### src/rtl/tcs_pkg.sv
// Shared constants and types for the threshold candidate scoring block.
package tcs_pkg;

    localparam int MaxItemsDefault = 64;
    localparam int ValueWidth      = 32;
    localparam int CategoryWidth   = 8;
    localparam int CountWidth      = 7;

    typedef logic signed [ValueWidth-1:0] value_t;
    typedef logic [CategoryWidth-1:0]     category_t;
    typedef logic [CountWidth-1:0]        count_t;

    // Scoring sequencer states, one-hot
    typedef enum logic [6:0] {
        ST_LOAD   = 7'b0000001,
        ST_EMPTY  = 7'b0000010,
        ST_FIND   = 7'b0000100,
        ST_FWAIT  = 7'b0001000,
        ST_SCORE  = 7'b0010000,
        ST_SWAIT  = 7'b0100000,
        ST_EMIT   = 7'b1000000
    } state_t;

endpackage

### src/rtl/threshold_candidate_scoring.sv
// Top level: sample store and threshold scoring sequencer.
// A non-final request of a tracked category is stored while space remains. After a final request each distinct
// value takes a find pass and a score pass (one memory read per cycle); each result is
// registered at the end of the next find pass, and the last one is sent when a find pass
// finds no larger value.
// Empty set: one result, registered from the EMPTY state. busy is high from the final request until the
// last result; the receiver cannot stall. Async active-low reset clears counts and state.
module threshold_candidate_scoring #(
    parameter int MAX_ITEMS = tcs_pkg::MaxItemsDefault
) (
    input  logic                               clk,
    input  logic                               rst_n,
    input  logic                               start,
    output logic                               busy,
    input  logic signed [tcs_pkg::ValueWidth-1:0]    sample_value,
    input  logic [tcs_pkg::CategoryWidth-1:0]  sample_category,
    input  logic                               final_sample,
    input  logic                               cfg_valid,
    output logic                               cfg_ready,
    input  logic [tcs_pkg::CategoryWidth-1:0]  cfg_data,
    output logic                               result_valid,
    output logic signed [tcs_pkg::ValueWidth-1:0]    threshold,
    output logic [tcs_pkg::CountWidth-1:0]     correct_count,
    output logic [tcs_pkg::CountWidth-1:0]     group_size,
    output logic                               from_upper,
    output logic                               last_result,
    output logic                               empty_set,
    output logic                               dropped_samples
);
    import tcs_pkg::*;

    localparam int AddrWidth = $clog2(MAX_ITEMS);
    localparam count_t MaxCount = count_t'(MAX_ITEMS);

    // sample memory: value and group bit in one word
    logic [ValueWidth:0] mem [MAX_ITEMS];
    logic [ValueWidth:0] rd_data_reg;

    category_t lower_cat_reg;
    count_t    lower_count_reg, lower_count_next;
    count_t    upper_count_reg, upper_count_next;
    logic      overflow_reg, overflow_next;
    state_t    state_reg, state_next;
    count_t    ptr_reg, ptr_next;          // read pointer for the passes
    logic      rd_valid_reg, rd_valid_next;
    value_t    prev_reg, prev_next;        // last emitted threshold
    logic      have_prev_reg, have_prev_next;
    value_t    cand_reg, cand_next;        // smallest value above prev
    logic      have_cand_reg, have_cand_next;
    count_t    correct_reg, correct_next;
    logic      in_lower_reg, in_lower_next;

    logic      res_valid_reg, res_valid_next;
    value_t    res_thr_reg, res_thr_next;
    count_t    res_cnt_reg, res_cnt_next;
    count_t    res_size_reg, res_size_next;
    logic      res_upper_reg, res_upper_next;
    logic      res_last_reg, res_last_next;
    logic      res_empty_reg, res_empty_next;
    logic      res_drop_reg, res_drop_next;

    logic      accept;
    logic      is_lower, is_upper;
    count_t    total;
    logic      wr_en;
    value_t    rd_val;
    logic      rd_grp;

    assign accept    = start && !busy;
    assign busy      = (state_reg != ST_LOAD);
    assign cfg_ready = !busy;
    assign is_lower  = (sample_category == lower_cat_reg);
    assign is_upper  = ({1'b0, sample_category} == {1'b0, lower_cat_reg} + 9'd1);
    assign total     = lower_count_reg + upper_count_reg;
    assign wr_en     = accept && (is_lower || is_upper) && (total < MaxCount);
    assign rd_val    = value_t'(rd_data_reg[ValueWidth-1:0]);
    assign rd_grp    = rd_data_reg[ValueWidth];

    always_ff @(posedge clk)
    begin
        if (wr_en)
        begin
            mem[total[AddrWidth-1:0]] <= {is_upper, sample_value};
        end
        rd_data_reg <= mem[ptr_reg[AddrWidth-1:0]];
    end

    always_comb
    begin
        state_next       = state_reg;
        lower_count_next = lower_count_reg;
        upper_count_next = upper_count_reg;
        overflow_next    = overflow_reg;
        ptr_next         = ptr_reg;
        rd_valid_next    = 1'b0;
        prev_next        = prev_reg;
        have_prev_next   = have_prev_reg;
        cand_next        = cand_reg;
        have_cand_next   = have_cand_reg;
        correct_next     = correct_reg;
        in_lower_next    = in_lower_reg;
        res_valid_next   = 1'b0;
        res_thr_next     = res_thr_reg;
        res_cnt_next     = res_cnt_reg;
        res_size_next    = res_size_reg;
        res_upper_next   = res_upper_reg;
        res_last_next    = res_last_reg;
        res_empty_next   = res_empty_reg;
        res_drop_next    = res_drop_reg;

        case (state_reg)
            ST_LOAD:
            begin
                if (accept)
                begin
                    if (is_lower || is_upper)
                    begin
                        if (total < MaxCount)
                        begin
                            if (is_upper)
                                upper_count_next = upper_count_reg + count_t'(1);
                            else
                                lower_count_next = lower_count_reg + count_t'(1);
                        end
                        else
                        begin
                            overflow_next = 1'b1;
                        end
                    end
                    if (final_sample)
                    begin
                        have_prev_next = 1'b0;
                        if (lower_count_next == '0 && upper_count_next == '0)
                            state_next = ST_EMPTY;
                        else
                        begin
                            state_next     = ST_FIND;
                            ptr_next       = '0;
                            have_cand_next = 1'b0;
                        end
                    end
                end
            end
            ST_EMPTY:
            begin
                res_valid_next   = 1'b1;
                res_thr_next     = '0;
                res_cnt_next     = '0;
                res_size_next    = '0;
                res_upper_next   = 1'b0;
                res_last_next    = 1'b1;
                res_empty_next   = 1'b1;
                res_drop_next    = overflow_reg;
                overflow_next    = 1'b0;
                state_next       = ST_LOAD;
            end
            // pass 1: find smallest stored value above the previous threshold
            ST_FIND:
            begin
                if (rd_valid_reg && (!have_prev_reg || rd_val > prev_reg)
                    && (!have_cand_reg || rd_val < cand_reg))
                begin
                    cand_next      = rd_val;
                    have_cand_next = 1'b1;
                end
                if (ptr_reg == total)
                    state_next = ST_FWAIT;
                else
                begin
                    rd_valid_next = 1'b1;
                    ptr_next      = ptr_reg + count_t'(1);
                end
            end
            ST_FWAIT:
            begin
                state_next    = ST_SCORE;
                ptr_next      = '0;
                correct_next  = '0;
                in_lower_next = 1'b0;
            end
            // pass 2: count correct samples for the candidate
            ST_SCORE:
            begin
                if (rd_valid_reg)
                begin
                    if (rd_grp ? (rd_val >= cand_reg) : (rd_val < cand_reg))
                        correct_next = correct_reg + count_t'(1);
                    if (!rd_grp && rd_val == cand_reg)
                        in_lower_next = 1'b1;
                end
                if (ptr_reg == total)
                    state_next = ST_SWAIT;
                else
                begin
                    rd_valid_next = 1'b1;
                    ptr_next      = ptr_reg + count_t'(1);
                end
            end
            ST_SWAIT:
            begin
                state_next = ST_EMIT;
            end
            ST_EMIT:
            begin
                res_valid_next = 1'b1;
                res_thr_next   = cand_reg;
                res_cnt_next   = correct_reg;
                res_size_next  = in_lower_reg ? lower_count_reg : upper_count_reg;
                res_upper_next = !in_lower_reg;
                res_empty_next = 1'b0;
                res_drop_next  = overflow_reg;
                // last if nothing bigger exists: check with another find pass
                prev_next      = cand_reg;
                have_prev_next = 1'b1;
                have_cand_next = 1'b0;
                ptr_next       = '0;
                res_last_next  = 1'b0;
                state_next     = ST_FIND;
                res_valid_next = 1'b0;
            end
            default:
            begin
                state_next = ST_LOAD;
            end
        endcase

        // a held result goes out when the next find pass ends
        if (state_reg == ST_FWAIT && have_prev_reg)
        begin
            res_valid_next = 1'b1;
            res_last_next  = !have_cand_reg;
            if (!have_cand_reg)
            begin
                state_next       = ST_LOAD;
                lower_count_next = '0;
                upper_count_next = '0;
                overflow_next    = 1'b0;
            end
        end
    end

    // pending result held between EMIT and the following FWAIT
    value_t pend_thr_reg;
    count_t pend_cnt_reg, pend_size_reg;
    logic   pend_upper_reg, pend_drop_reg;

    always_ff @(posedge clk)
    begin
        if (state_reg == ST_EMIT)
        begin
            pend_thr_reg   <= res_thr_next;
            pend_cnt_reg   <= res_cnt_next;
            pend_size_reg  <= res_size_next;
            pend_upper_reg <= res_upper_next;
            pend_drop_reg  <= res_drop_next;
        end
        prev_reg     <= prev_next;
        cand_reg     <= cand_next;
        correct_reg  <= correct_next;
        in_lower_reg <= in_lower_next;
        res_thr_reg  <= (state_reg == ST_FWAIT) ? pend_thr_reg : res_thr_next;
        res_cnt_reg  <= (state_reg == ST_FWAIT) ? pend_cnt_reg : res_cnt_next;
        res_size_reg <= (state_reg == ST_FWAIT) ? pend_size_reg : res_size_next;
        res_upper_reg <= (state_reg == ST_FWAIT) ? pend_upper_reg : res_upper_next;
        res_drop_reg <= (state_reg == ST_FWAIT) ? pend_drop_reg : res_drop_next;
        res_empty_reg <= res_empty_next;
        res_last_reg  <= res_last_next;
    end

    always_ff @(posedge clk or negedge rst_n)
    begin
        if (!rst_n)
        begin
            state_reg       <= ST_LOAD;
            lower_cat_reg   <= '0;
            lower_count_reg <= '0;
            upper_count_reg <= '0;
            overflow_reg    <= 1'b0;
            ptr_reg         <= '0;
            rd_valid_reg    <= 1'b0;
            have_prev_reg   <= 1'b0;
            have_cand_reg   <= 1'b0;
            res_valid_reg   <= 1'b0;
        end
        else
        begin
            state_reg       <= state_next;
            lower_count_reg <= lower_count_next;
            upper_count_reg <= upper_count_next;
            overflow_reg    <= overflow_next;
            ptr_reg         <= ptr_next;
            rd_valid_reg    <= rd_valid_next;
            have_prev_reg   <= have_prev_next;
            have_cand_reg   <= have_cand_next;
            res_valid_reg   <= res_valid_next;
            if (cfg_valid && cfg_ready)
                lower_cat_reg <= cfg_data;
        end
    end

    assign result_valid    = res_valid_reg;
    assign threshold       = res_thr_reg;
    assign correct_count   = res_cnt_reg;
    assign group_size      = res_size_reg;
    assign from_upper      = res_upper_reg;
    assign last_result     = res_last_reg;
    assign empty_set       = res_empty_reg;
    assign dropped_samples = res_drop_reg;

    // counts never exceed capacity
    assert property (@(posedge clk) disable iff (!rst_n)
        (lower_count_reg + upper_count_reg) <= MaxCount)
        else $error("sample count above capacity");
    // a final request always leaves the load state
    assert property (@(posedge clk) disable iff (!rst_n)
        accept && final_sample |=> busy)
        else $error("final request did not start scoring");
    // stores are cleared once the last result has gone
    assert property (@(posedge clk) disable iff (!rst_n)
        result_valid && last_result |-> lower_count_reg == '0 && upper_count_reg == '0)
        else $error("counts not cleared at end of run");
    // the empty marker only on a final result
    assert property (@(posedge clk) disable iff (!rst_n)
        result_valid && empty_set |-> last_result)
        else $error("empty result not marked last");

endmodule

### config.mk
export PLATFORM = sky130hd
export DESIGN_NAME = threshold_candidate_scoring
export DESIGN_NICKNAME = d
export VERILOG_FILES = /design/src/rtl/tcs_pkg.sv /design/src/rtl/threshold_candidate_scoring.sv
export SDC_FILE = /design/constraint.sdc
export NUM_CORES = 2
export LEC_CHECK = 0
export ABC_AREA = 1
export BUFFER_PORTS_ARGS = -buffer_cell sky130_fd_sc_hd__buf_2
export CAP_MARGIN = 20
export CORE_MARGIN = 1.5
export CORE_UTILIZATION = 35
export DETAILED_ROUTE_END_ITERATION = 8
export SLEW_MARGIN = 10
export SYNTH_ARGS = -nofsm -noshare
export SYNTH_HDL_FRONTEND = slang
export SYNTH_SLANG_ARGS = --single-unit
export TNS_END_PERCENT = 5
### constraint.sdc
create_clock -name clk -period 4.8 [get_ports clk]
set_input_delay 0.72 -clock clk [delete_from_list [all_inputs] [get_ports clk]]
set_output_delay 0.72 -clock clk [all_outputs]
set_load 0.005 [all_outputs]
---- Yosys cells after proc, flatten, opt, wreduce, memory -nomap -nowiden ----
Memories as Yosys holds them, arrays and structs flattened. A register that Yosys moved wholly into a read port is not among the register bits.
Cells that the tools add are included.
cells by class
  $add $sub $neg .......................... 6
  multiply operators ...................... 0
  div/mod/pow operators ................... 0
  $lt $le $gt $ge ......................... 4
  eq/ne operators ......................... 20
  shift operators ......................... 0
  muxes and demuxes ....................... 71
  bitwise operators ....................... 0
  reduce and logical (&&, ||, !) cells .... 34
operators by type and width
  kind                                           count
  two-way mux 7 bit                              33
  one-hot mux 32 bit (2 select lines)            1
  one-hot mux 7 bit (2 select lines)             3
  one-hot mux 7 bit (6 select lines)             1
  == test 32 bit                                 1
  greater-or-equal comparator 32 bit             1
  > comparator 32 bit                            1
  less-than comparator 32 bit                    1
  two-way mux 32 bit                             1
  adder 7 x 1 -> 7 bit, second input constant    4
  two-way mux 1 bit                              24
  one-hot mux 7 bit (3 select lines)             1
  inequality test 2 bit, second input constant   8
  zero test 7 bit                                2
  one-hot mux 1 bit (2 select lines)             5
  AND reduction 5 bit                            2
  adder 8 x 1 -> 9 bit, second input constant    1
  == test 8 x 9 -> 1 bit                         1
  logical AND 1 bit                              9
  AND reduction 3 bit                            3
  nonzero test 3 bit                             3
  == test 8 bit                                  1
  adder 7 bit                                    1
  == test 7 x 1 -> 1 bit, second input constant  1
  16 further kinds                               26
word-level totals
  register bits after elaboration ......... 211
  bits in latches ......................... 0
  bits in writable memories ............... 2,112
  bits in read-only memories .............. 0
  input bits .............................. 53
  memories kept ........................... 1
memory list
  memory  words  bits a word  read ports  clocked after Yosys merged registers in  wr ports  RTL line                           source
  mem     64     33           1           1                                        1         threshold_candidate_scoring.sv:36  logic [ValueWidth:0] mem [MAX_ITEMS];

---- Longest topological paths before layout ----
  depth in word-level cells ............... 15
  mapped depth ............................ 21
  gate-level depth less buffers ........... 20

---- Worst setup path after synthesis ----
OpenSTA, ideal clock, no wires.
  path kind ............................... input to register
  from .................................... in sample_category[6] (netlist name)
  to ...................................... mem mem[12][0] (netlist name) (enable)
  arrival ................................. 3.989 ns
  data required time ...................... 4.377 ns
  setup slack ............................. 0.388 ns
  stages on the path ...................... 14
  buffers on the path ..................... 0
  cell sequence ........................... inv_1 -> nor2_1 -> inv_1 -> nand2_1 -> nor2_1 -> nor2_1 -> nand3_1 -> nor2_4 -> nor2_1 -> nor3_1 -> inv_2 -> nor2_2 -> nand2_1 -> nor2_1
between the ends
  longest elaborated chain between the ends .. 6
RTL lines
  what                                     RTL line                           source
  start: declaration                       threshold_candidate_scoring.sv:16  input logic [tcs_pkg::CategoryWidth-1:0] sample_category,
  == test 8 x 9 -> 1 bit                   threshold_candidate_scoring.sv:73  assign is_upper = ({1'b0, sample_category} == {1'b0, lower_cat_reg} + 9'd1);
  net is_upper                             threshold_candidate_scoring.sv:63  logic is_lower, is_upper;
  logical OR 1 bit                         threshold_candidate_scoring.sv:75  assign wr_en = accept && (is_lower || is_upper) && (total < MaxCount);
  logical AND 1 bit (2 in a row)           threshold_candidate_scoring.sv:75
  two-way mux 1 bit                        threshold_candidate_scoring.sv:81  if (wr_en)
  two-way mux 1 bit (implied by the code)  threshold_candidate_scoring.sv:83  mem[total[AddrWidth-1:0]] <= {is_upper, sample_value};
  end: declaration                         threshold_candidate_scoring.sv:36
The timed path passes the listed nets, and every way through them passes these cells.

---- Worst setup path after layout ----
  from .................................... reg lower_count_reg[0]
  to ...................................... mem mem[2][22] (netlist name) (enable)
between the ends
  longest elaborated chain between the ends .. 5
RTL lines
  what                                     RTL line                            source
  start: declaration                       threshold_candidate_scoring.sv:40   count_t lower_count_reg, lower_count_next;
  start signal: assignment                 threshold_candidate_scoring.sv:288  lower_count_reg <= lower_count_next;
  adder 7 bit (*)                          threshold_candidate_scoring.sv:74   assign total = lower_count_reg + upper_count_reg;
  less-than comparator 7 bit               threshold_candidate_scoring.sv:75
  logical AND 1 bit                        threshold_candidate_scoring.sv:75
  two-way mux 1 bit                        threshold_candidate_scoring.sv:81
  two-way mux 1 bit (implied by the code)  threshold_candidate_scoring.sv:83
Mark *: on every way between the ends. The rest lies on a longest branch, timed or not.

==> summary.txt <==
Reg clk slew, reported paths: 0.06 ns
Ports: 106
CTS Buffer Depth: 3
Pleak: 0.0350 µW
number of synthesized register bits: 2356
WHS: 0.156 ns
Synth top area share: 0.721
CP Capture Type: flop
TritonCTS clock tree: built
setup slack, reg-to-reg: 0.41 ns
worst skew pair latency: 0.88 ns
worst ir drop on vdd: 0.377 mV
DRC errors left: 0
vias in the first global route: 57500
Hold Violations, Final: 0
CP arrival: 4.94 ns
synth warn: 0
gpl congestion: 0.895
core box area: 0.265 mm²
dominant synthesized flop cell: edfxtp_1
total wire length: 282000 µm
library cells used by synthesis: 56
critical path required time: 5.35 ns
commonest non-fill, non-tap cell in the layout: edfxtp_1
part of the cycle the worst path needs: 0.915
Pwr Density: 448 mW/mm²
Fin Setup TNS: 0 ns
postcts setup bufs: 0
final critical-path required period: 4.39 ns
Cell Rows: 189
crit start category: flop
largest net degree at the start of global routing: 130
cell taking the most area after synthesis: edfxtp_1
Die Span Y: 519 µm
port bufs: 105
Syn Inst Count: 7023
antenna violations before repair: 18
H-tree levels: 4
Layout area overhead: 14.8%
total grt overflow: 0
routed vias/inst: 5.60
sequential area share after synthesis: 0.749
RSZ-0062 raised after global routing: false
number of synthesized flops with an enable pin: 2234
final setup vio count: 0
MaxCap Viol Count: 0
status: completed
Initial Utilization: 0.351
synthesized area: 0.0931 mm²
worst slew pin tran: 1.16 ns
antenna-violating nets left: 0
crit-path max FO: 21
Peak Freq: 228 MHz
DIE WIDTH: 519 µm
total CTS buffers: 230
Pins Over Slew Limit: 0
HP Class: input port to flop
Synth area leaders: edfxtp_1 72%, o21ai_0 6.0%, nor2_1 4.9%
post-synth net total: 7152
wire length per cell: 25.9 µm
final instance area: 0.107 mm²
Mean Syn Cell Area: 13.3 µm²
die area: 0.269 mm²
Final #Nets: 7259
cell area after placement: 0.0993 mm²
layout cells sized above 1: 0.114
FFs w/ async S/R, synth: 0.0174
HPWL Detailed: 168000 µm
CTS sink cnt: 2356
Fill cells: 24300
first-pass GRT wire length: 405000 µm
DR vias: 60900
Total GRT Usage: 0.203
initial DRC count: 8299
max FFs per register: 2112
Crit Path Category: flop to flop
First-pass DRT Iterations: 6
Root Driver: clkbuf_16
Rel. slew slack: 0.227
most frequent cells in the layout: 2234 x edfxtp_1, 1137 x nor2_1, 1123 x o21ai_0, 389 x nand2_1, 313 x o22ai_1
clk_skew: 0.0675 ns
[final timing paths]
path,depth (start not counted),from,end
max,16,lower_count_reg[0]$_DFF_PN0_,mem[2][22]$_DFFE_PP_
min,2,cfg_data[1],lower_cat_reg[1]$_DFFE_PN0P_
max reg2reg,16,lower_count_reg[0]$_DFF_PN0_,mem[2][22]$_DFFE_PP_
min reg2reg,0,cand_reg[24]$_DFFE_PP_,prev_reg[24]$_DFFE_PP_
max in group asynchronous,3,rst_n,ptr_reg[1]$_DFFE_PN0P_
min in group asynchronous,3,rst_n,ptr_reg[2]$_DFFE_PN0P_
[routing by layer]
metal,vias to the layer above,wire [µm],track usage
met5,-,8,0
li1,26600,-,-
met2,3111,126000,0.309
met4,2,9510,0.0680
met1,30700,117000,0.288
met3,438,29100,0.0443
[synth_stat cells, types with 7 or more instances]
master	n
nor2_2	9
clkbuf_1	415
a32o_1	8
a21oi_1	126
mux2_2	45
edfxtp_1	2234
a221o_1	22
nor3_1	10
o22ai_1	313
buf_1	24
nand3b_1	7
dfxtp_1	81
o221ai_1	215
o211ai_1	63
nand3_2	10
inv_1	172
dfrtp_1	40
nor2_1	1203
xor2_1	8
nand3_1	243
nand2_1	389
buf_2	31
o21ai_0	1123
ha_1	75
a31oi_1	62
inv_2	7
nand4_1	29
[repair_timing]
action	in CTS	in global routing
resized for setup	0	0
setup endpoints to repair	0	0
hold buffers	1	0
hold endpoints to repair	40	0
[area by class of cell]
| type | instances | area, µm² | share of cell area |
|---|---|---|---|
| clock buffer | 289 | 6060 | 0.0567 |
| sequential | 2356 | 69700 | 0.653 |
| antenna | 9 | 22.5 | 0.000211 |
| clock inverter | 137 | 1430 | 0.0134 |
| timing repair buffer | 347 | 3160 | 0.0296 |
| inverter | 185 | 722 | 0.00675 |
| tap | 3533 | 4420 | 0.0414 |
| multi-input combinational | 4010 | 21300 | 0.199 |
[critical path, cell delays in order, from the launching register on]
cell      delay, ns
dfrtp_1        0.44
ha_1           0.20
inv_1          0.06
fa_1           0.39
nand3b_1       0.17
nand2_1        0.11
nand3_1        0.10
nand2_1        0.08
nand2_1        0.06
nand2_2        0.07
inv_2          0.06
nor3_1         0.43
inv_2          0.17
nor2_2         0.24
nand3_2        0.62
nor2_4         0.65
buf_12         0.26
[through the flow]
step / power (µW) / setup WS (ns) / utilization / cells
floorplan: 27000 / 0.388 / - / 7023
global placement: 30100 / 0.466 / 0.375 / 10400
detailed placement: 30200 / 0.408 / 0.375 / 10400
CTS: 48000 / 0.398 / 0.403 / 10900
global route: 49400 / 0.0979 / 0.403 / 10900
finish: 47900 / 0.409 / 0.404 / 10900
[cells by family after synthesis]
group           share of synthesized area
fa+ha+maj                          0.0103
xor+xnor                          0.00130
buf+inv                            0.0272
mux                               0.00544
flops                               0.749
compound gates                      0.123
simple gates                       0.0836
[power breakdown]
part           internal (µW)  switching, µW
combinational           1780           5210
clock                  10100           7860
sequential             22700            263
Power figures use the tool's default switching activity.
